[config.mk]
export PLATFORM = sky130hd
export DESIGN_NAME = bkr_udiv
export DESIGN_NICKNAME = d
export VERILOG_FILES = /design/src/sv/bkr_udiv.sv
export SDC_FILE = /design/constraint.sdc
export NUM_CORES = 2
export LEC_CHECK = 0
export BUFFER_PORTS_ARGS = -buffer_cell sky130_fd_sc_hd__buf_2
export CORE_UTILIZATION = 40
export DETAILED_ROUTE_END_ITERATION = 10
export GPL_TIMING_DRIVEN = 0
export SLEW_MARGIN = 0
export SYNTH_ARGS = -nofsm -noshare
export SYNTH_HDL_FRONTEND = slang
export SYNTH_SLANG_ARGS = --single-unit
[constraint.sdc]
create_clock -name clk -period 3.4 [get_ports clk]
set_input_delay 0.68 -clock clk [delete_from_list [all_inputs] [get_ports clk]]
set_output_delay 0.68 -clock clk [all_outputs]
set_load 0.03 [all_outputs]
[src/sv/bkr_udiv.sv]
// Pipelined restoring divider, one quotient bit per register stage.
// Several lanes share one valid bit and one side-band word.
// No dependencies.
module bkr_udiv #(
  parameter int NW    = 33,
  parameter int DW    = 16,
  parameter int QW    = 23,
  parameter int LANES = 1,
  parameter int SW    = 1
) (
  input  logic                         clk,
  input  logic                         rst,
  input  logic                         en,
  input  logic                         in_valid,
  input  logic [LANES-1:0][NW-1:0]     in_num,
  input  logic [LANES-1:0][DW-1:0]     in_den,
  input  logic [SW-1:0]                in_side,
  output logic                         out_valid,
  output logic [LANES-1:0][QW-1:0]     out_quo,
  output logic [SW-1:0]                out_side
);

  localparam int WW = ((NW > DW + QW) ? NW : DW + QW) + 1;

  logic                     vld  [QW];
  logic [LANES-1:0][NW-1:0] rem  [QW];
  logic [LANES-1:0][DW-1:0] den  [QW];
  logic [LANES-1:0][QW-1:0] quo  [QW];
  logic [SW-1:0]            side [QW];

  for (genvar k = 0; k < QW; k++) begin : g_stage
    localparam int B = QW - 1 - k;
    logic                     v_in;
    logic [LANES-1:0][NW-1:0] r_in;
    logic [LANES-1:0][DW-1:0] d_in;
    logic [LANES-1:0][QW-1:0] q_in;
    logic [SW-1:0]            s_in;
    logic [LANES-1:0][WW-1:0] dsh;
    logic [LANES-1:0]         ge;
    logic [LANES-1:0][NW-1:0] r_next;
    logic [LANES-1:0][QW-1:0] q_next;

    if (k == 0) begin : g_first
      assign v_in = in_valid;
      assign r_in = in_num;
      assign d_in = in_den;
      assign q_in = '0;
      assign s_in = in_side;
    end else begin : g_next
      assign v_in = vld[k-1];
      assign r_in = rem[k-1];
      assign d_in = den[k-1];
      assign q_in = quo[k-1];
      assign s_in = side[k-1];
    end

    always_comb begin
      for (int l = 0; l < LANES; l++) begin
        dsh[l]       = WW'(d_in[l]) << B;
        ge[l]        = WW'(r_in[l]) >= dsh[l];
        r_next[l]    = ge[l] ? r_in[l] - dsh[l][NW-1:0] : r_in[l];
        q_next[l]    = q_in[l];
        q_next[l][B] = ge[l];
      end
    end

    always_ff @(posedge clk) begin
      if (rst) begin
        vld[k] <= 1'b0;
      end else if (en) begin
        vld[k] <= v_in;
      end
      if (en) begin
        rem[k]  <= r_next;
        den[k]  <= d_in;
        quo[k]  <= q_next;
        side[k] <= s_in;
      end
    end
  end

  assign out_valid = vld[QW-1];
  assign out_quo   = quo[QW-1];
  assign out_side  = side[QW-1];

endmodule

# Word level (Yosys, flattened, before mapping)
# Memories as Yosys holds them, arrays and structs flattened.
# Cells that the tools add are included.
# word_totals
mem_bits_rw	1702
memories	5
in_bits	54
out_inout_bits	25
wordCells	126
ff_bits	0
# op_classes
add_sub_neg	23
muxes	52
n_bitwise	23
order_cmp	23
# memory_table
name	words	width	rd	rd_ports_with_merged_regs	write_ports	line	rtl
rem	23	33	22	0	23	26	logic [LANES-1:0][NW-1:0] rem [QW];
quo	23	23	23	0	23	28	logic [LANES-1:0][QW-1:0] quo [QW];
den	23	16	22	0	23	27	logic [LANES-1:0][DW-1:0] den [QW];
side	23	1	23	0	23	29	logic [SW-1:0] side [QW];
vld	23	1	23	0	23	25	logic vld [QW];
# op_table
operator	n
$mux 33	23
$sub 33x33->33	6
$ge 33x38->1	1
$ge 33x37->1	1
$ge 33x36->1	1
$ge 33x35->1	1
$ge 33x34->1	1
$ge 33x16->1	1
$ge 33x17->1	1
$ge 33x18->1	1
$ge 33x19->1	1
$ge 33x20->1	1
$ge 33x21->1	1
$ge 33x22->1	1
$ge 33x23->1	1
$ge 33x24->1	1
$ge 33x25->1	1
$ge 33x26->1	1
$ge 33x27->1	1
$ge 33x28->1	1
$ge 33x29->1	1
$ge 33x30->1	1
$ge 33x31->1	1
$ge 33x32->1	1
other kinds (20)	70

# Longest topological paths before layout
# depth
depth_word	4
ltp_mapped	15
ltp_nobuf	13

# Worst setup path after synthesis
# OpenSTA, ideal clock, no wires.
# synth_timing
path_type	reg2reg
from	memory rem[16][5] (netlist name)
to	memory rem[17][8] (netlist name) (data pin)
arrival_ns	3.173
synth_period_minus_slack_ns	3.435
setup_time_ns	0.262
path_stages_with_launch	12
slack_ns	-0.035
path_buffers	1
t_required_ns	3.138
path_cell_list	edfxtp_1 -> inv_1 -> ha_1 -> inv_1 -> fa_1 -> a211oi_1 -> o21ai_1 -> a41oi_1 -> o21ai_0 -> a2111oi_4 -> clkbuf_1 -> mux2_1
# synth_lines
item	line
start, declared	26

==> flow_summary.json <==
{
  "port-buffer-count": 78,
  "synth_cells": 5105,
  "max-slew-margin-rel": 0.3359,
  "design.die.area_mm2": 0.1683,
  "power_frac_seq": 0.438,
  "finalClockSkew_ns": 0.02753,
  "crit_path_end_kind": "flip-flop",
  "start_kind": "flip-flop",
  "final_area_mm2": 0.07601,
  "dp_hpwl_um": 99360,
  "worst_ep_arrival_time_ns": 3.88,
  "hold_path.class": "in2reg",
  "cp_max_fo": 10,
  "slew_violations": 0,
  "synth_area_leaders": "edfxtp_1, ha_1, inv_1",
  "place_area_mm2": 0.07002,
  "cts_tree": "built",
  "clock-sinks": 1400,
  "h-tree-depth": 4,
  "cap_violations": 0,
  "die_w_um": 410.2,
  "layout.nets": 5796,
  "clk_latency_ns": 0.79,
  "power_density_mw_per_mm2": 742.0,
  "syn_area_mm2": 0.06666,
  "worst-slew-pin-transition_ns": 0.9961,
  "finalCritPeriodShare": 0.9906,
  "yosysMostFrequentCell": "edfxtp_1",
  "yosys-top-cells-count": "edfxtp_1, inv_1, ha_1",
  "min_period_ns": 3.368,
  "async_reset_ff_frac": 0,
  "final_core_util": 0.4602,
  "cts_buffers": 154,
  "clk_pin_slew_ns": 0.06,
  "wl_per_cell_um": 17.83,
  "core-area_mm2": 0.1652,
  "fmax_ghz": 0.2969,
  "drive_above_1_share": 0.1158,
  "rsz0062_at_grt": "true",
  "ctsRootBufferMaster": "clkbuf_16",
  "grt_pass1_wl_um": 214200,
  "ys_seq_area_frac": 0.6307,
  "finalHoldViolCount": 0,
  "vias": 39640,
  "grt_max_degree": 190,
  "p_sw_frac": 0.3119,
  "p_sw_uw": 17590,
  "drt_first_iter_violations": 2735,
  "drc": 16,
  "yosys.area.top_type_share": 0.6307,
  "die_height_um": 410.2,
  "worstPathRequired_ns": 3.91,
  "synth-main-ff-cell": "edfxtp_1",
  "yosys.area.top_type": "edfxtp_1",
  "ys_warn_count": 0,
  "start_util": 0.4035,
  "holdBufCountCts": 0,
  "ir_drop_uv": 621.5,
  "via_per_inst": 5.159,
  "first_global_vias": 38850,
  "track_usage": 0.1611,
  "violations": "DRC",
  "setup_viol": 0,
  "status": "finished, violations left",
  "syn-num-nets": 5534,
  "synth_enable_flop_cells": 1400,
  "p_int_uw": 38810,
  "clkPwrFrac": 0.289,
  "netlist-cell-type-count": 94,
  "antenna_found_initial": 2,
  "area_growth_pct": 14.03,
  "leakage_uw": 0.02852,
  "place.gp.congestion": 0.8713,
  "synth-seq-cells": 1400,
  "grt_overflow": 0,
  "postSynthAreaPerCell_um2": 13.06,
  "drt_first_pass_iters": 9,
  "power_frac_comb": 0.272,
  "ant_nets": 0,
  "cts_buffer_depth": 3,
  "crit_type": "reg2reg",
  "num_io_pins": 79,
  "totalWireLength_um": 137000,
  "rows": 149
}
cell usage in the layout (no fill, tap or decap), types with 24 or more instances in the layout:
cell type and instances:
a21o_1 102, a21oi_1 276, and2_1 46, and3_1 25
buf_2 84, buf_4 26, clkbuf_1 51, clkbuf_16 154
clkinv_1 32, clkinv_2 26, edfxtp_1 1400, ha_1 348
inv_1 458, mux2_2 99, nand2_1 315, nand2b_1 56
nand3_1 61, nand4_1 51, nor2_1 277, nor2b_1 62
nor3_1 96, nor4_1 89, o21a_1 61, o21ai_0 264
o21bai_1 24, o31ai_1 30, or3_1 37, xnor2_1 186
xor2_1 177
final timing paths:
check	start	endpoint	slack, ns	cells past startpoint
worst min-delay path	in_side	side[0][0]	0.07	1
worst max-delay path	rem[7][26]	rem[8][29]	0.03	9
worst min register to register	side[2][2]	side[2][3]	0.40	0
worst max register to register	rem[7][26]	rem[8][29]	0.03	9
final cells by class:
type / count / area (um^2)
flip-flops and latches: 1400 / 42040
well taps: 2189 / 2739
repair buffers: 108 / 794.5
clock inverters: 100 / 1022
multi-input cells: 3167 / 23220
clock buffers: 182 / 3959
inverters: 460 / 1727
plain buffers: 76 / 500.5
fillers: 14860 / 89170
diodes: 1 / 2.502
kinds of logic after synthesis:
family | after synthesis | share of synthesized area
DFF | 1400 | 0.6307
and+or+nand+nor | 1282 | 0.09885
AOI/OAI and AO/OA | 1024 | 0.09789
buffers and inverters | 538 | 0.03167
adders and majority gates | 375 | 0.07287
xor gates and xnor gates | 365 | 0.04796
muxes | 121 | 0.02005
registers in the layout, summed over array words and instances, names as in the netlist:
| register | count |
|---|---|
| den | 352 |
| quo | 276 |
| rem | 726 |
| side | 23 |
| vld | 23 |
through the flow:
| stage | hold slack, ns | std cells | setup WS (ns) | TNS (ns) | total power, uW |
|---|---|---|---|---|---|
| floorplan | 0.4003 | 5105 | 0.01938 | 0 | 35320 |
| CTS | 0.0001701 | 7673 | -0.01903 | -0.01903 | 56580 |
| finish | 0.06640 | 7683 | 0.03202 | 0 | 56400 |
| global placement | 0.4008 | 7372 | -21.60 | - | 40210 |
| detailed placement | 0.4045 | 7380 | -0.9132 | -189.18 | 39710 |
| global route | 0.02155 | 7682 | -0.04381 | -0.1979 | 59650 |
routing by layer:
metal | wire (um) | GRT usage | vias up
li1 | - | - | 19620
met1 | 61780 | 0.2132 | 19040
met2 | 65710 | 0.2685 | 761
met3 | 5946 | 0.02628 | 214
met4 | 3579 | 0.05327 | 0
met5 | 0 | 0 | -
repair_timing:
action	CTS	global route
endpoints found under the setup margin	313	279
buffers inserted	11	11
pin swaps	11	21
resized for setup	112	112
power groups by stage:
stage	Combinational, uW	Clock [uW]	Sequential, uW
2_1_floorplan	11200	0	24100
3_3_place_gp	14400	0	25800
3_5_place_dp	14600	0	25100
4_1_cts	15000	16900	24700
5_1_grt	17200	17500	25000
6_report	15400	16300	24700
critical path, stage by stage, from the launching register on:
cell	delay (ns)
edfxtp_1	0.44
ha_1	0.42
and4_1	0.27
nand4_1	0.19
nor4_1	0.10
or4b_2	0.67
a31oi_4	0.31
buf_2	0.31
nand2_1	0.08
o21ai_1	0.30
Note: power is estimated with default switching activity, not from simulation.
